--- src/rtl/core/hkm_pkg.sv ---
// Shared types, usage codes and the usage-to-matrix ROM for the key matrix mapper.
`default_nettype none

package hkm_pkg;

  localparam int unsigned REPORT_KEYS = 6;
  localparam int unsigned USAGE_W     = 8;
  localparam int unsigned BIT_W       = 6;
  localparam int unsigned MATRIX_W    = 64;
  localparam int unsigned CONSOLE_W   = 3;
  localparam int unsigned IN_DATA_W   = 72;
  localparam int unsigned OUT_DATA_W  = 72;
  // lowest bit of key0 on the request data
  localparam int unsigned KEY_LSB     = 17;

  // Usage codes with a meaning of their own
  localparam logic [USAGE_W-1:0] USAGE_CTRL_L  = 8'hE0;
  localparam logic [USAGE_W-1:0] USAGE_SHIFT_L = 8'hE1;
  localparam logic [USAGE_W-1:0] USAGE_CTRL_R  = 8'hE4;
  localparam logic [USAGE_W-1:0] USAGE_SHIFT_R = 8'hE5;
  localparam logic [USAGE_W-1:0] USAGE_ALT_GR  = 8'hE6;
  localparam logic [USAGE_W-1:0] USAGE_BRK     = 8'h48;
  localparam logic [USAGE_W-1:0] USAGE_START   = 8'h3F;
  localparam logic [USAGE_W-1:0] USAGE_SELECT  = 8'h40;
  localparam logic [USAGE_W-1:0] USAGE_OPTION  = 8'h41;
  localparam logic [USAGE_W-1:0] USAGE_CORE_RST = 8'h42;

  localparam logic [BIT_W-1:0]   ALT_GR_BIT    = 6'h27;
  localparam logic [7:0]         MOD_SHIFT_MASK = 8'h22;
  localparam logic [7:0]         MOD_CTRL_MASK  = 8'h11;
  localparam logic [CONSOLE_W-1:0] CONSOLE_RESET = 3'b111;

  // Opcode carried on tuser
  localparam logic OP_KEY_EVENT = 1'b0;
  localparam logic OP_REPORT    = 1'b1;

  typedef struct packed {
    logic             mapped;
    logic [BIT_W-1:0] bit_idx;
    logic             brk;
  } lane_t;

  typedef struct packed {
    logic                     opcode;
    logic [USAGE_W-1:0]       usage;
    logic                     pressed;
    logic                     mod_shift;
    logic                     mod_ctrl;
  } req_t;

  typedef struct packed {
    logic [MATRIX_W-1:0]  matrix;
    logic                 shift;
    logic                 ctrl;
    logic                 brk;
    logic [CONSOLE_W-1:0] console;
    logic                 core_reset;
  } state_t;

  // {mapped, matrix bit}
  function automatic logic [BIT_W:0] code_rom(input logic [USAGE_W-1:0] u);
    logic [BIT_W:0] e;
    e = '0;
    unique case (u)
      8'h04: e = {1'b1, 6'h3F};  8'h05: e = {1'b1, 6'h15};
      8'h06: e = {1'b1, 6'h12};  8'h07: e = {1'b1, 6'h3A};
      8'h08: e = {1'b1, 6'h2A};  8'h09: e = {1'b1, 6'h38};
      8'h0A: e = {1'b1, 6'h3D};  8'h0B: e = {1'b1, 6'h39};
      8'h0C: e = {1'b1, 6'h0D};  8'h0D: e = {1'b1, 6'h01};
      8'h0E: e = {1'b1, 6'h05};  8'h0F: e = {1'b1, 6'h00};
      8'h10: e = {1'b1, 6'h25};  8'h11: e = {1'b1, 6'h23};
      8'h12: e = {1'b1, 6'h08};  8'h13: e = {1'b1, 6'h0A};
      8'h14: e = {1'b1, 6'h2F};  8'h15: e = {1'b1, 6'h28};
      8'h16: e = {1'b1, 6'h3E};  8'h17: e = {1'b1, 6'h2D};
      8'h18: e = {1'b1, 6'h0B};  8'h19: e = {1'b1, 6'h10};
      8'h1A: e = {1'b1, 6'h2E};  8'h1B: e = {1'b1, 6'h16};
      8'h1C: e = {1'b1, 6'h2B};  8'h1D: e = {1'b1, 6'h17};
      8'h1E: e = {1'b1, 6'h1F};  8'h1F: e = {1'b1, 6'h1E};
      8'h20: e = {1'b1, 6'h1A};  8'h21: e = {1'b1, 6'h18};
      8'h22: e = {1'b1, 6'h1D};  8'h23: e = {1'b1, 6'h1B};
      8'h24: e = {1'b1, 6'h33};  8'h25: e = {1'b1, 6'h35};
      8'h26: e = {1'b1, 6'h30};  8'h27: e = {1'b1, 6'h32};
      8'h28: e = {1'b1, 6'h0C};  8'h29: e = {1'b1, 6'h1C};
      8'h2A: e = {1'b1, 6'h34};  8'h2B: e = {1'b1, 6'h2C};
      8'h2C: e = {1'b1, 6'h21};  8'h2D: e = {1'b1, 6'h36};
      8'h2E: e = {1'b1, 6'h37};  8'h2F: e = {1'b1, 6'h0E};
      8'h30: e = {1'b1, 6'h0F};  8'h31: e = {1'b1, 6'h02};
      8'h32: e = {1'b1, 6'h02};  8'h33: e = {1'b1, 6'h06};
      8'h34: e = {1'b1, 6'h07};  8'h36: e = {1'b1, 6'h20};
      8'h37: e = {1'b1, 6'h22};  8'h38: e = {1'b1, 6'h26};
      8'h39: e = {1'b1, 6'h3C};  8'h3A: e = {1'b1, 6'h03};
      8'h3B: e = {1'b1, 6'h04};  8'h3C: e = {1'b1, 6'h13};
      8'h3D: e = {1'b1, 6'h14};  8'h3E: e = {1'b1, 6'h11};
      8'h54: e = {1'b1, 6'h26};  8'h55: e = {1'b1, 6'h07};
      8'h56: e = {1'b1, 6'h36};  8'h57: e = {1'b1, 6'h06};
      8'h58: e = {1'b1, 6'h0C};  8'h59: e = {1'b1, 6'h1F};
      8'h5A: e = {1'b1, 6'h1E};  8'h5B: e = {1'b1, 6'h1A};
      8'h5C: e = {1'b1, 6'h18};  8'h5D: e = {1'b1, 6'h1D};
      8'h5E: e = {1'b1, 6'h1B};  8'h5F: e = {1'b1, 6'h33};
      8'h60: e = {1'b1, 6'h35};  8'h61: e = {1'b1, 6'h30};
      8'h62: e = {1'b1, 6'h32};  8'h63: e = {1'b1, 6'h22};
      default: e = '0;
    endcase
    return e;
  endfunction

endpackage

`default_nettype wire

--- src/rtl/core/hkm_merge.sv ---
// Merge stage: combines lane results and applies the request to the held state.
`default_nettype none

module hkm_merge (
  input  wire logic           clk,
  input  wire logic           rst,
  input  wire logic           en,
  input  hkm_pkg::req_t       req,
  input  hkm_pkg::lane_t      lanes [hkm_pkg::REPORT_KEYS],
  output hkm_pkg::state_t     state
);

  hkm_pkg::state_t             state_next;
  logic [hkm_pkg::MATRIX_W-1:0] report_matrix;
  logic                         report_brk;

  always_comb begin
    report_matrix = '0;
    report_brk    = 1'b0;
    for (int i = 0; i < hkm_pkg::REPORT_KEYS; i++) begin
      if (lanes[i].mapped)
        report_matrix = report_matrix
                      | (hkm_pkg::MATRIX_W'(1) << lanes[i].bit_idx);
      report_brk = report_brk | lanes[i].brk;
    end
  end

  always_comb begin
    state_next = state;
    if (req.opcode == hkm_pkg::OP_REPORT) begin
      state_next.matrix = report_matrix;
      state_next.shift  = req.mod_shift;
      state_next.ctrl   = req.mod_ctrl;
      state_next.brk    = report_brk;
    end else begin
      // key event: lane 0 carries the lookup of the event usage
      unique case (req.usage)
        hkm_pkg::USAGE_SHIFT_L, hkm_pkg::USAGE_SHIFT_R: state_next.shift = req.pressed;
        hkm_pkg::USAGE_CTRL_L, hkm_pkg::USAGE_CTRL_R:   state_next.ctrl  = req.pressed;
        hkm_pkg::USAGE_BRK:      state_next.brk        = req.pressed;
        hkm_pkg::USAGE_START:    state_next.console[0] = ~req.pressed;
        hkm_pkg::USAGE_SELECT:   state_next.console[1] = ~req.pressed;
        hkm_pkg::USAGE_OPTION:   state_next.console[2] = ~req.pressed;
        hkm_pkg::USAGE_CORE_RST: state_next.core_reset = req.pressed;
        hkm_pkg::USAGE_ALT_GR:   state_next.matrix[hkm_pkg::ALT_GR_BIT] = req.pressed;
        default: begin
          if (lanes[0].mapped)
            state_next.matrix[lanes[0].bit_idx] = req.pressed;
        end
      endcase
    end
  end

  always_ff @(posedge clk) begin
    if (rst) begin
      state.matrix     <= '0;
      state.shift      <= 1'b0;
      state.ctrl       <= 1'b0;
      state.brk        <= 1'b0;
      state.console    <= hkm_pkg::CONSOLE_RESET;
      state.core_reset <= 1'b0;
    end else if (en) begin
      state <= state_next;
    end
  end

endmodule

`default_nettype wire

--- config.mk ---
export PLATFORM = sky130hd
export DESIGN_NAME = hkm_merge
export DESIGN_NICKNAME = d
export VERILOG_FILES = /design/src/rtl/core/hkm_pkg.sv /design/src/rtl/core/hkm_merge.sv
export SDC_FILE = /design/constraint.sdc
export NUM_CORES = 1
export LEC_CHECK = 0
export ABC_AREA = 1
export BUFFER_PORTS_ARGS = -buffer_cell sky130_fd_sc_hd__buf_2
export CELL_PAD_IN_SITES_DETAIL_PLACEMENT = 0
export CELL_PAD_IN_SITES_GLOBAL_PLACEMENT = 1
export CORE_ASPECT_RATIO = 0.7
export CORE_UTILIZATION = 39
export DETAILED_ROUTE_END_ITERATION = 10
export PLACE_DENSITY_LB_ADDON = 0.1
export SLEW_MARGIN = 20
export SYNTH_ARGS = -nofsm -noshare
export SYNTH_HDL_FRONTEND = slang
export SYNTH_SLANG_ARGS = --single-unit
--- constraint.sdc ---
create_clock -name clk -period 2.4 [get_ports clk]
set_clock_uncertainty 0.2 [all_clocks]
set_input_delay 0.48 -clock clk [delete_from_list [all_inputs] [get_ports clk]]
set_output_delay 0.48 -clock clk [all_outputs]
set_load 0.005 [all_outputs]
Word-level counts from Yosys, hierarchy flattened
Cells that the tools add are included.

Flip-flop bits (word level): 71. Input bits: 63. Output and inout port bits: 71. Word-level logic and storage cells: 77.

$lt $le $gt $ge: 2. Equal/unequal tests: 12. Shift operators: 6. Mux-type cells: 17. Bitwise gates (word level): 12. Reduce and logical (&&, ||, !) cells: 19.

Operators by type and width (count): $mux W64 (7); $shl A1 B6 Y64 const A (6); $or A64 B64 Y64 (5); $mux W67 (1); $bwmux W64 (1); $eq A8 B8 Y1 const B (5); $mux W39 (1); $eq A8 B7 Y1 const B (4); $mux W24 (1); $reduce_and A3 Y1 (6); $reduce_or A10 Y1 (1); $reduce_or A9 Y1 (1); $eq A8 B6 Y1 const B (1); $reduce_bool A2 Y1 (4); $lt A6 B7 Y1 const B (1); $demux W1 S6 (1); $ge A6 B1 Y1 const B (1); $reduce_and A2 Y1 (3); $or A1 B1 Y1 (5); $mux W1 (4); $ne A2 B1 Y1 const B (2); $reduce_or A2 Y1 (2); $reduce_bool A3 Y1 (1); $not A1 Y1 (2); 2 further kinds (2).

Logic depth before layout (Yosys ltp)
Depth in word-level cells: 13. Depth in mapped cells: 13. Gate-level depth less buffers: 12.

Worst setup path before layout
OpenSTA, ideal clock, no wires.

Kind: input to register. Start point: in lanes[44] in the netlist's numbering. End point: reg state[20] in the netlist's numbering. Library setup time: 0.113 ns. Data arrival time: 1.580 ns. Data required time: 2.087 ns. Path slack: 0.507 ns. Stages: 9. Buffers on the path: 2. Cell sequence: buf_4 > inv_2 > buf_2 > nor3_1 > inv_1 > o21ai_0 > nand3_1 > nor2_1 > nor2_1.

Cells in the longest elaborated chain, start to end: 13. Elaborated cells between the ends (all ways): 21. Those cells by class: order compare: 2; shift: 1; mux: 12; bitwise: 5; reduce/logical: 1.

RTL lines: start: declaration (RTL line hkm_merge.sv:9) `input hkm_pkg::lane_t lanes [hkm_pkg::REPORT_KEYS],`; $shl A1 B6 Y64 (RTL line hkm_merge.sv:23) `| (hkm_pkg::MATRIX_W'(1) << lanes[i].bit_idx);`; $mux W64 (RTL line hkm_merge.sv:21) `if (lanes[i].mapped)`; $or A64 B64 Y64 (RTL line hkm_merge.sv:23); $mux W64 (RTL line hkm_merge.sv:21); $or A64 B64 Y64 (RTL line hkm_merge.sv:23); $mux W64 (RTL line hkm_merge.sv:21); $or A64 B64 Y64 (RTL line hkm_merge.sv:23); $mux W64 (RTL line hkm_merge.sv:21); $or A64 B64 Y64 (RTL line hkm_merge.sv:23); $mux W64 (RTL line hkm_merge.sv:21); $or A64 B64 Y64 (RTL line hkm_merge.sv:23); $mux W64 (RTL line hkm_merge.sv:21); $mux W67 (*) (RTL line hkm_merge.sv:30) `if (req.opcode == hkm_pkg::OP_REPORT) begin`; end signal: assignment (RTL line hkm_merge.sv:63) `state <= state_next;`; end: declaration (RTL line hkm_merge.sv:10) `output hkm_pkg::state_t state`.

Every way passes the cells marked *; elsewhere a longest branch is shown, timed or not. The select of a mux whose other input is x is not followed. A chain may end at the register's enable or synchronous reset.

Worst setup path in the final report
Start point: in lanes[28] in the netlist's numbering. End point: reg state[18] in the netlist's numbering.

Cells in the longest elaborated chain, start to end: 10.

RTL lines (RTL line): $shl A1 B6 Y64 (*) (hkm_merge.sv:23); $or A64 B64 Y64 (*) (hkm_merge.sv:23); $mux W64 (*) (hkm_merge.sv:21); $or A64 B64 Y64 (hkm_merge.sv:23); $mux W64 (*) (hkm_merge.sv:21); $or A64 B64 Y64 (hkm_merge.sv:23); $mux W64 (*) (hkm_merge.sv:21); $or A64 B64 Y64 (hkm_merge.sv:23); $mux W64 (*) (hkm_merge.sv:21); $mux W67 (*) (hkm_merge.sv:30).

Every way passes the cells marked *; elsewhere a longest branch is shown, timed or not.

==> flow_metrics.tcl <==
set metrics [dict create \
    status "completed" \
    syn-mean-instance-area_um2 5.06 \
    ctsResizeCount 0 \
    crit_slowest_cell "nor3_1" \
    die_h_um 127 \
    gp_congestion 1.08 \
    insertion_delay_ns 0.35 \
    synth-seq-cells 71 \
    cts-buffers-inserted 9 \
    power.static_leakage_uw 0.00598 \
    tightest_slew_ns 0.888 \
    largest_register "state" \
    route.met2.wl_um 17200 \
    netlist.top_cell.by_area "nand3_1" \
    postRouteAntennaNets 0 \
    critical_path.top_delay_family "simple AND/OR/NAND/NOR gates" \
    cts.sinks 71 \
    cp_max_fo 4 \
    io_pins 134 \
    drive_gt1_frac 0.193 \
    path_class "primary input to flip-flop" \
    drv_cap 0 \
    rows 45 \
    nNetsFinal 2011 \
    finalSetupTns_ns 0 \
    wl_met3_um 7630 \
    yosysSeqAreaShare 0.164 \
    fill_cells 2408 \
    synth-edff-count 0 \
    grt_pass1_wl_um 68800 \
    tritoncts "done" \
    drcViolationCount 0 \
    ys_types 30 \
    largest_reg_flops 71 \
    synthCells 1718 \
    viasPerCell 5.77 \
    antennaDiodeCount 0 \
    path_clk_slew_ns 0.06 \
    yosys_most_used_dff "dfxtp_1" \
    slew_viol_final 0 \
    worstPathCellList "buf_2 > inv_1 > buf_4 > nor3_1 > nand3_1 > nand3_1 > o21ai_0 > nand2_1 > nor2_1 > nor2_1" \
    top_layer_used "met4" \
    synth_area_um2 8690 \
    cp_num_buf_inv 3 \
    critPathMaxStageDelay_ns 0.71 \
    relSlewSlack 0.404 \
    reg.largest.list "state: 71 flops" \
    syn_nets 1781 \
    grt_usage 0.400 \
    dr.pass1.iters 6 \
    hold_viol 0 \
    cts_hold_buf 0 \
    hold_class "primary input to flip-flop" \
    area_growth_pct 29.4 \
    grt_pass1_vias 11200 \
    dieArea_um2 22900 \
    clockBufferDepth 2 \
    power_uw 4140 \
    p_per_area_nw_per_um2 368 \
    startpoint_type "primary input" \
    setup_viol 0 \
    die_w_um 180 \
    cts_root_buf "clkbuf_16" \
    grt_max_degree 65 \
    vias 12900 \
    wl_met1_um 20400 \
    core-area_um2 21800 \
    cp.required_ns 2.49 \
    timing.final.crit_period_ns 2.03 \
    grt_setup_unrepaired "false" \
    multi_input_area_um2 6200 \
    post-route-period-util 0.847 \
    gr-total-overflow 0 \
    regArea_um2 1420 \
    antenna_found_initial 0 \
    post_cts_buffers 0 \
    arrival_ns 2.12 \
    portBuffers 133 \
    dp_hpwl_um 36600 \
    totalWireLength_um 46400 \
    worstSetupEndpointType "flip-flop" \
    max_freq_mhz 492 \
    drtIter0Drc 1965 \
    max-vdd-ir-drop_uv 335 \
    yosys.area.top_type_share 0.214 \
    ys_async_sr_fraction 0 \
    wl_per_cell_um 20.8 \
    yosysWarningCount 0 \
    start_util 0.399 \
    synthTopCellsByArea "nand3_1 21%, nand2_1 21%, dfxtp_1 16%, nor2_1 11%, inv_1 6.2%" \
    h-tree-depth 3 \
]
==> stage by stage <==
stage / util / area (um2) / hold WS, ns / cells / setup WS, ns
after floorplan: - / 8690 / 0.240 / 1718 / 0.507
after global placement: 0.502 / 10900 / 0.233 / 2219 / 0.0503
after detailed placement: 0.502 / 10900 / 0.239 / 2219 / 0.0442
after CTS: 0.516 / 11200 / 0.202 / 2235 / 0.399
after global routing: 0.516 / 11200 / 0.228 / 2235 / 0.249
final: 0.516 / 11200 / 0.208 / 2235 / 0.367
==> layer usage <==
| metal | up-vias | global-route usage |
|---|---|---|
| met5 | - | 0 |
| met4 | 0 | 0.103 |
| met3 | 88 | 0.174 |
| met2 | 869 | 0.529 |
| met1 | 5854 | 0.577 |
| li1 | 6080 | - |
==> layout by cell type, fill, tap and decap left out, types with 2 or more instances in the layout <==
cell,Yosys,final
clkbuf_16,0,9
nand3b_1,2,2
nor2_1,264,264
buf_4,2,180
o21ai_0,98,98
buf_2,32,133
nand4_1,64,64
buf_12,0,17
inv_2,7,7
nand3_1,372,372
dfxtp_1,71,71
inv_1,144,144
nand2_1,478,478
nor3_4,4,4
o21ai_1,6,6
clkinv_1,9,9
nor3_2,15,15
a21oi_1,11,10
clkbuf_8,1,3
clkinv_2,0,2
nor3_1,52,52
o311ai_0,2,2
==> synthesized netlist by cell type (4+ instances only) <==
cell	number
a21oi_1	11
buf_1	13
buf_2	32
clkbuf_1	62
clkinv_1	9
dfxtp_1	71
inv_1	144
inv_2	7
nand2_1	478
nand3_1	372
nand4_1	64
nor2_1	264
nor3_1	52
nor3_2	15
nor3_4	4
o21ai_0	98
o21ai_1	6
==> cell families after synthesis <==
logic type,after synthesis,share of synthesized area
buffers and inverters,271,0.125
and+or+nand+nor,1255,0.640
DFF,71,0.164
AOI/OAI and AO/OA,121,0.0717
==> final timing paths <==
path | end | cells past startpoint | slack [ns] | startpoint
worst max-delay path | state[18] | 10 | 0.37 | lanes[28]
worst min-delay path | state[2] | 2 | 0.21 | req[2]
worst max register to register | state[67] | 4 | 1.39 | state[67]
worst min register to register | state[0] | 2 | 0.25 | state[0]
==> cell type report <==
class | count | share of cell area
tap | 282 | 0.0314
multi-input combinational | 1376 | 0.552
clock inverter | 3 | 0.00356
timing repair buffer | 330 | 0.210
inverter | 160 | 0.0534
sequential | 71 | 0.126
clock buffer | 13 | 0.0240
==> report_power, final <==
group / total [uW] / switching [uW] / internal (uW) / leakage [uW]
Sequential: 1300 / 50.9 / 1250 / 0.000582
Combinational: 1400 / 924 / 473 / 0.00524
Clock: 1440 / 552 / 888 / 0.000156
Total: 4140 / 1530 / 2610 / 0.00598
No activity file was read; power rests on OpenSTA's default activity.
