## config.mk

```make
export PLATFORM = sky130hd
export DESIGN_NAME = hkm_lane
export DESIGN_NICKNAME = d
export VERILOG_FILES = /design/src/rtl/core/hkm_pkg.sv /design/src/rtl/core/hkm_lane.sv
export SDC_FILE = /design/constraint.sdc
export NUM_CORES = 1
export LEC_CHECK = 0
export BUFFER_PORTS_ARGS = -buffer_cell sky130_fd_sc_hd__buf_2
export CORE_MARGIN = 4
export CORE_UTILIZATION = 52
export CTS_CLUSTER_SIZE = 40
export DETAILED_ROUTE_END_ITERATION = 8
export GPL_ROUTABILITY_DRIVEN = 0
export PLACE_DENSITY = 0.76
export REMOVE_ABC_BUFFERS = 1
export SYNTH_ARGS = -nofsm -noshare
export SYNTH_HDL_FRONTEND = slang
export SYNTH_SLANG_ARGS = --single-unit
```

## constraint.sdc

```tcl
create_clock -name clk -period 1.8 [get_ports clk]
set_clock_uncertainty 0.1 [all_clocks]
set_input_delay 0.18 -clock clk [delete_from_list [all_inputs] [get_ports clk]]
set_output_delay 0.18 -clock clk [all_outputs]
set_load 0.01 [all_outputs]
```

## src/rtl/core/hkm_pkg.sv

```systemverilog
// Shared types, usage codes and the usage-to-matrix ROM for the key matrix mapper.
`default_nettype none

package hkm_pkg;

  localparam int unsigned REPORT_KEYS = 6;
  localparam int unsigned USAGE_W     = 8;
  localparam int unsigned BIT_W       = 6;
  localparam int unsigned MATRIX_W    = 64;
  localparam int unsigned CONSOLE_W   = 3;
  localparam int unsigned IN_DATA_W   = 72;
  localparam int unsigned OUT_DATA_W  = 72;
  // lowest bit of key0 on the request data
  localparam int unsigned KEY_LSB     = 17;

  // Usage codes with a meaning of their own
  localparam logic [USAGE_W-1:0] USAGE_CTRL_L  = 8'hE0;
  localparam logic [USAGE_W-1:0] USAGE_SHIFT_L = 8'hE1;
  localparam logic [USAGE_W-1:0] USAGE_CTRL_R  = 8'hE4;
  localparam logic [USAGE_W-1:0] USAGE_SHIFT_R = 8'hE5;
  localparam logic [USAGE_W-1:0] USAGE_ALT_GR  = 8'hE6;
  localparam logic [USAGE_W-1:0] USAGE_BRK     = 8'h48;
  localparam logic [USAGE_W-1:0] USAGE_START   = 8'h3F;
  localparam logic [USAGE_W-1:0] USAGE_SELECT  = 8'h40;
  localparam logic [USAGE_W-1:0] USAGE_OPTION  = 8'h41;
  localparam logic [USAGE_W-1:0] USAGE_CORE_RST = 8'h42;

  localparam logic [BIT_W-1:0]   ALT_GR_BIT    = 6'h27;
  localparam logic [7:0]         MOD_SHIFT_MASK = 8'h22;
  localparam logic [7:0]         MOD_CTRL_MASK  = 8'h11;
  localparam logic [CONSOLE_W-1:0] CONSOLE_RESET = 3'b111;

  // Opcode carried on tuser
  localparam logic OP_KEY_EVENT = 1'b0;
  localparam logic OP_REPORT    = 1'b1;

  typedef struct packed {
    logic             mapped;
    logic [BIT_W-1:0] bit_idx;
    logic             brk;
  } lane_t;

  typedef struct packed {
    logic                     opcode;
    logic [USAGE_W-1:0]       usage;
    logic                     pressed;
    logic                     mod_shift;
    logic                     mod_ctrl;
  } req_t;

  typedef struct packed {
    logic [MATRIX_W-1:0]  matrix;
    logic                 shift;
    logic                 ctrl;
    logic                 brk;
    logic [CONSOLE_W-1:0] console;
    logic                 core_reset;
  } state_t;

  // {mapped, matrix bit}
  function automatic logic [BIT_W:0] code_rom(input logic [USAGE_W-1:0] u);
    logic [BIT_W:0] e;
    e = '0;
    unique case (u)
      8'h04: e = {1'b1, 6'h3F};  8'h05: e = {1'b1, 6'h15};
      8'h06: e = {1'b1, 6'h12};  8'h07: e = {1'b1, 6'h3A};
      8'h08: e = {1'b1, 6'h2A};  8'h09: e = {1'b1, 6'h38};
      8'h0A: e = {1'b1, 6'h3D};  8'h0B: e = {1'b1, 6'h39};
      8'h0C: e = {1'b1, 6'h0D};  8'h0D: e = {1'b1, 6'h01};
      8'h0E: e = {1'b1, 6'h05};  8'h0F: e = {1'b1, 6'h00};
      8'h10: e = {1'b1, 6'h25};  8'h11: e = {1'b1, 6'h23};
      8'h12: e = {1'b1, 6'h08};  8'h13: e = {1'b1, 6'h0A};
      8'h14: e = {1'b1, 6'h2F};  8'h15: e = {1'b1, 6'h28};
      8'h16: e = {1'b1, 6'h3E};  8'h17: e = {1'b1, 6'h2D};
      8'h18: e = {1'b1, 6'h0B};  8'h19: e = {1'b1, 6'h10};
      8'h1A: e = {1'b1, 6'h2E};  8'h1B: e = {1'b1, 6'h16};
      8'h1C: e = {1'b1, 6'h2B};  8'h1D: e = {1'b1, 6'h17};
      8'h1E: e = {1'b1, 6'h1F};  8'h1F: e = {1'b1, 6'h1E};
      8'h20: e = {1'b1, 6'h1A};  8'h21: e = {1'b1, 6'h18};
      8'h22: e = {1'b1, 6'h1D};  8'h23: e = {1'b1, 6'h1B};
      8'h24: e = {1'b1, 6'h33};  8'h25: e = {1'b1, 6'h35};
      8'h26: e = {1'b1, 6'h30};  8'h27: e = {1'b1, 6'h32};
      8'h28: e = {1'b1, 6'h0C};  8'h29: e = {1'b1, 6'h1C};
      8'h2A: e = {1'b1, 6'h34};  8'h2B: e = {1'b1, 6'h2C};
      8'h2C: e = {1'b1, 6'h21};  8'h2D: e = {1'b1, 6'h36};
      8'h2E: e = {1'b1, 6'h37};  8'h2F: e = {1'b1, 6'h0E};
      8'h30: e = {1'b1, 6'h0F};  8'h31: e = {1'b1, 6'h02};
      8'h32: e = {1'b1, 6'h02};  8'h33: e = {1'b1, 6'h06};
      8'h34: e = {1'b1, 6'h07};  8'h36: e = {1'b1, 6'h20};
      8'h37: e = {1'b1, 6'h22};  8'h38: e = {1'b1, 6'h26};
      8'h39: e = {1'b1, 6'h3C};  8'h3A: e = {1'b1, 6'h03};
      8'h3B: e = {1'b1, 6'h04};  8'h3C: e = {1'b1, 6'h13};
      8'h3D: e = {1'b1, 6'h14};  8'h3E: e = {1'b1, 6'h11};
      8'h54: e = {1'b1, 6'h26};  8'h55: e = {1'b1, 6'h07};
      8'h56: e = {1'b1, 6'h36};  8'h57: e = {1'b1, 6'h06};
      8'h58: e = {1'b1, 6'h0C};  8'h59: e = {1'b1, 6'h1F};
      8'h5A: e = {1'b1, 6'h1E};  8'h5B: e = {1'b1, 6'h1A};
      8'h5C: e = {1'b1, 6'h18};  8'h5D: e = {1'b1, 6'h1D};
      8'h5E: e = {1'b1, 6'h1B};  8'h5F: e = {1'b1, 6'h33};
      8'h60: e = {1'b1, 6'h35};  8'h61: e = {1'b1, 6'h30};
      8'h62: e = {1'b1, 6'h32};  8'h63: e = {1'b1, 6'h22};
      default: e = '0;
    endcase
    return e;
  endfunction

endpackage

`default_nettype wire

```

## src/rtl/core/hkm_lane.sv

```systemverilog
// One lookup lane: usage code to registered matrix bit and break flag.
`default_nettype none

module hkm_lane (
  input  wire logic                        clk,
  input  wire logic                        en,
  input  wire logic [hkm_pkg::USAGE_W-1:0] usage,
  output hkm_pkg::lane_t                   result
);

  logic [hkm_pkg::BIT_W:0] entry;

  assign entry = hkm_pkg::code_rom(usage);

  // ROM holds no entry for zero, break or the modifier range, so those drop out here
  always_ff @(posedge clk) begin
    if (en) begin
      result.mapped  <= entry[hkm_pkg::BIT_W];
      result.bit_idx <= entry[hkm_pkg::BIT_W-1:0];
      result.brk     <= (usage == hkm_pkg::USAGE_BRK);
    end
  end

endmodule

`default_nettype wire

```

[Word level (Yosys, flattened, before mapping)]
Memories as Yosys holds them, arrays and structs flattened. A register that Yosys moved wholly into a read port is not among the register bits.
Index checks and enable logic that the tools add are counted.
Operators by class
  eq/ne operators: 1
Operators by type and width (count)
  8-bit by 7-bit == test with 1-bit output, second input constant: 1
Storage, ports and cells
  memory bits (read-only): 896
  word-level logic and storage cells: 3
  memories kept: 1
  register bits: 1
  output and inout port bits: 8
  input bits: 10
Memories
  (no name shown): depth 128, width 7, read ports 1, clocked after memory_dff 1, write ports 0, RTL line hkm_pkg.sv:64  | unique case (u)

[Longest topological paths before layout]
Gate-level depths: netlist of run 1.
  word-level depth: 1
  mapped depth: 8
  depth with buffers taken out: 6

[Worst setup path after synthesis of run 1]
OpenSTA, ideal clock, no wires.
  path type: in2reg
  from: input port usage[1] (netlist name)
  to: register, netlist name result[4]
  path buffers: 1
  setup time: 0.274 ns
  arrival time: 1.436 ns
  required time: 1.426 ns
  stages: 7
  path slack: -0.010 ns
  cells stage by stage: buf_2 -> inv_1 -> ha_1 -> nand2_1 -> a31o_2 -> a221oi_1 -> a221oi_1
RTL lines
  start, declared: RTL line hkm_lane.sv:7  | input wire logic [hkm_pkg::USAGE_W-1:0] usage,

==> run metrics, run 1 <==
Worst EP arrival=1590 ps; Final Hold Viols=0; Finished Layout Cells=209; worst hold slack=169.2 ps; number of max-cap violations=0; vias in the first global route=1,226; Synth top area share=19.03%; final wirelength=3523 um; grt ovf=0; slowest stage delay, CP=330 ps; final max-slew violation count=0; worst vdd ir=0.0003277 V; pre-CTS WS=-146.8 ps; Inserted Clock Buffers=3; CP Max Fanout=6; Largest Register=result; clock tree buffer depth=2; commonest non-fill, non-tap cells in the layout=buf_4 (20), buf_2 (17), nand2_1 (14), ha_1 (10), a21oi_1 (9); Final setup viols=0; via/cell ratio=6.727; post-synthesis sequential area ratio=19.03%; WL/cell=16.86 um; Worst path slowest cell=a311oi_1; Placed Cells=206; Core ar.=2255 um^2; CTS tree=yes; Die W=57.27 um; Simple-Gate Fraction of Synth Area=18.93%; Synth async-reset ratio=0%; htree depth=1; total number of vias=1,406; root buffer cell=clkbuf_4; Largest regs=result (8); Die Y=57.27 um; worst relative slew slack=67.87%; Initial Util=55.99%; setup TNS=0 ps; cts repair resizes=0; CP Capture Type=flip-flop; diodes inserted=0; Die ar.=3280 um^2; Synth-to-Final Area Change=18.73%; Final period util=91.44%; Post-Syn Instances=155; residual DRC count=0; largest family of logic cells by synthesized area=compound AO/OA/AOI/OAI gates; max FFs per register=8; Worst Setup Start Kind=input pin; initial antenna violation count=0; Nets=205; std cell rows=17; post-route ant nets=0; Compound-Gate Fraction of Synth Area=35.38%; most common cell after layout, fill and taps aside=buf_4; I/O pin total=18; synthesized flop and latch total=8; Pleak=0.6159 nW; Synth area leaders=edfxtp_1 (19%), ha_1 (12%), nand2_1 (4.2%); Crit Path Category=in2reg; post-synthesis adder-cell area fraction=11.89%; DP Wirelength=2690 um; Synth warnings=0; setup bufs post-CTS=0; Hold WC Path Type=in2reg; mux cell area share after synthesis=3.370%; Synth Flop Type=edfxtp_1; layout cells sized above 1=28.18%; worst-path cell chain=buf_2 > inv_1 > ha_2 > mux2_2 > o22ai_1 > a221o_1 > a311oi_1; Min Clock Period, post-route=1646 ps; EDFF count, synth=8; largest net degree at the start of global routing=23; clock slew at reported path FFs=50 ps; XOR/XNOR Fraction of Synth Area=0.6938%; f_max=607.6 MHz; Post-Synthesis Cell Area=1262 um^2; Synth cell types=50; top cell type by total area after synthesis=edfxtp_1; GR Util All Layers=21.89%; final worst setup slack=154.1 ps; Pwr Density=442.1 nW/um^2; CTS Sinks=8; RSZ-0062 raised after global routing=false; 1st-iter DRT viols=116; hold buffer count at cts=0; Avg Cell Area, Syn=8.145 um^2; CP required=1740 ps; TritonRoute pass-1 iters=5; first-pass GRT wire length=5830 um; Port-buffer cells=17; status=finished, final reports clean; worst slew pin tran=469.8 ps
## through the flow
stage | power, mW | area (um^2) | util (%)
after floorplan | 0.3748 | 1161 | -
after global placement | 0.5195 | 1471 | 65.26
after detailed placement | 0.5243 | 1471 | 65.26
after CTS | 0.6544 | 1494 | 66.26
after global routing | 0.7043 | 1499 | 66.48
final | 0.6627 | 1499 | 66.48
## logic make-up (layout without fill, tap and decap cells)
kind of cell | count (synthesis) | in the layout
muxes | 4 | 4
xor gates and xnor gates | 1 | 1
DFF | 8 | 8
buffers and inverters | 25 | 51
adders and majority gates | 12 | 12
and+or+nand+nor | 45 | 45
AOI/OAI and AO/OA | 60 | 60
## layer usage
layer	wire (um)	vias up	global-route usage [%]	share of wire, %
met5	0	-	0	0
met4	74	0	5.629	2.1
met3	363	14	3.620	10
met2	1634	108	36.05	46
met1	1449	632	29.64	41
li1	-	652	-	-
## critical path, delay by kind of cell
| family | cells | cell delay [ps] |
|---|---|---|
| AOI/OAI and AO/OA | 3 | 710 |
| adders and majority gates | 1 | 290 |
| buffers and inverters | 2 | 240 |
| muxes | 1 | 170 |
## cells in the mapped netlist (2+ instances only)
library cell and number:
nand2_1 14, ha_1 12, a21oi_1 9, buf_2 9, edfxtp_1 8, inv_1 8
o21ai_0 8, nand2b_1 7, nor2b_1 7, a311oi_1 6, nor2_1 6, a211oi_1 3
buf_6 3, o211ai_1 3, o221ai_1 3, o22ai_1 3, a2111oi_0 2, a221o_1 2
a221oi_1 2, a22o_1 2, a22oi_1 2, a2bb2oi_1 2, a31o_2 2, buf_4 2
mux2_2 2, mux2i_1 2, nand3_1 2, nor3_1 2
## power breakdown
part           switching, mW  internal (mW)
Combinational          0.172          0.131
Clock                 0.0568         0.0760
Sequential           0.00329          0.223
Total                  0.232          0.431
## path summary, 6_finish.rpt
check / start / endpoint / depth (start not counted)
worst max-delay path: usage[0] / result[3] / 7
worst min-delay path: en / result[6] / 1
## area by class of cell
cell class	instances	area [um^2]
Clock buffer	3	22.52
Fill cell	186	755.7
Tap cell	28	35.03
Sequential cell	8	240.2
Inverter	9	33.78
Multi-Input combinational cell	122	892.1
Timing Repair Buffer	39	275.3
(Power assumes the default switching activity.)
==> inputs of run 2 (changes only) <==
CORE_MARGIN = 3   (was 4)
CORE_UTILIZATION = 40   (was 52)
PLACE_DENSITY = default   (was 0.76)
==> run metrics, run 2 (synthesis gave the netlist of run 1 again) <==
status=finished, final reports clean (unchanged); Inserted Clock Buffers=3 (unchanged); commonest non-fill, non-tap cells in the layout=buf_4 (21), buf_2 (17), nand2_1 (14), ha_1 (12), a21oi_1 (9) (was buf_4 (20), buf_2 (17), nand2_1 (14), ha_1 (10), a21oi_1 (9)); worst vdd ir=0.0002051 V (was 0.0003277 V); number of max-cap violations=0 (unchanged); clock tree buffer depth=2 (unchanged); CTS Sinks=8 (unchanged); Die ar.=3866 um^2 (was 3280 um^2); WL/cell=14.93 um (was 16.86 um); Hold WC Path Type=in2reg (unchanged); Pleak=0.6237 nW (was 0.6159 nW); total number of vias=1,328 (was 1,406); 1st-iter DRT viols=52 (was 116); Final setup viols=0 (unchanged); CP required=1760 ps (was 1740 ps); most common cell after layout, fill and taps aside=buf_4 (unchanged); grt ovf=0 (unchanged); Synth-to-Final Area Change=20.32% (was 18.73%); worst relative slew slack=72.46% (was 67.87%); Min Clock Period, post-route=1610 ps (was 1646 ps); CP Capture Type=flip-flop (unchanged); max FFs per register=8 (unchanged); setup bufs post-CTS=0 (unchanged); vias in the first global route=1,277 (was 1,226); first-pass GRT wire length=5768 um (was 5830 um); Largest regs=result (8) (unchanged); std cell rows=19 (was 17); final max-slew violation count=0 (unchanged); hold worst-path end=result[4] (was result[6]); worst-path cell chain=buf_2 > buf_4 > ha_1 > mux2_2 > o22ai_1 > a221o_1 > a311oi_1 (was buf_2 > inv_1 > ha_2 > mux2_2 > o22ai_1 > a221o_1 > a311oi_1); Worst Setup Start Kind=input pin (unchanged); Initial Util=43.89% (was 55.99%); layout cells sized above 1=27.47% (was 28.18%); residual DRC count=0 (unchanged); GR Util All Layers=17.80% (was 21.89%); largest net degree at the start of global routing=22 (was 23); Crit Path Category=in2reg (unchanged); Nets=206 (was 205); Final Hold Viols=0 (unchanged); f_max=621.2 MHz (was 607.6 MHz); setup TNS=0 ps (unchanged); worst hold slack=165.1 ps (was 169.2 ps); Placed Cells=221 (was 206); hold buffer count at cts=0 (unchanged); final wirelength=3344 um (was 3523 um); worst slew pin tran=402.6 ps (was 469.8 ps); Worst path slowest cell=a221o_1 (was a311oi_1); pre-CTS WS=-70.40 ps (was -146.8 ps); CTS tree=yes (unchanged); final worst setup slack=190.1 ps (was 154.1 ps); Largest Register=result (unchanged); Final period util=89.44% (was 91.44%); CP Max Fanout=12 (was 6); I/O pin total=18 (unchanged); Pwr Density=428.8 nW/um^2 (was 442.1 nW/um^2); TritonRoute pass-1 iters=4 (was 5); clock slew at reported path FFs=50 ps (about the same); initial antenna violation count=0 (unchanged); Die Y=62.18 um (was 57.27 um); via/cell ratio=5.929 (was 6.727); Die W=62.18 um (was 57.27 um); hold_sp=en (unchanged); RSZ-0062 raised after global routing=false (unchanged); Finished Layout Cells=224 (was 209); Crit. Startpoint=usage[1] (was usage[0]); cts repair resizes=0 (unchanged); htree depth=1 (unchanged); DP Wirelength=2715 um (was 2690 um); post-route ant nets=0 (unchanged); diodes inserted=0 (unchanged); Worst EP arrival=1570 ps (was 1590 ps); root buffer cell=clkbuf_4 (unchanged); Port-buffer cells=17 (unchanged); Core ar.=2877 um^2 (was 2255 um^2); hold path cells=1 (unchanged); slowest stage delay, CP=300 ps (was 330 ps)
-- run 2: critical path: cells and delay by family --
kind,cells,cell delay [ps]
AO/OA/AOI/OAI,3,660
adder cells (fa/ha/maj),1,280
buffers and inverters,2,260
multiplexers,1,190
-- run 2: routing by layer --
metal	wire length [um]	up-vias	track usage (%)
li1	-	649	-
met1	1424	594	22.49
met2	1538	73	29.44
met3	249	12	1.982
met4	131	0	9.945
met5	0	-	0
-- run 2: worst max-delay path by stage --
| stage | endpoint | slack [ps] | depth (start not counted) |
|---|---|---|---|
| after floorplan | result[4] | 150 | 6 |
| after global placement | result[3] | -50 | 7 |
| after detailed placement | result[3] | -70 | 7 |
| after CTS | result[3] | 180 | 7 |
| after global routing | result[2] | 40 | 8 |
| final | result[3] | 190 | 7 |
-- run 2: power by group --
part | internal (mW) | switching (mW)
Clock | 0.0756 | 0.0510
Sequential | 0.223 | 0.00247
Combinational | 0.131 | 0.168
-- run 2: metrics by stage --
| stage | util, % | power, mW | area (um^2) |
|---|---|---|---|
| 2_1_floorplan | - | 0.3748 | 1161 |
| 3_3_place_gp | 52.02 | 0.5236 | 1496 |
| 3_5_place_dp | 52.02 | 0.5259 | 1496 |
| 4_1_cts | 52.81 | 0.6569 | 1519 |
| 5_1_grt | 52.81 | 0.6971 | 1519 |
| 6_report | 52.81 | 0.6514 | 1519 |
-- run 2: area by class of cell --
cell class	count	area, um^2
Timing Repair Buffer	40	282.8
Tap cell	42	52.55
Clock buffer	3	22.52
Fill cell	279	1358
Multi-Input combinational cell	122	887.1
Inverter	9	33.78
Sequential cell	8	240.2
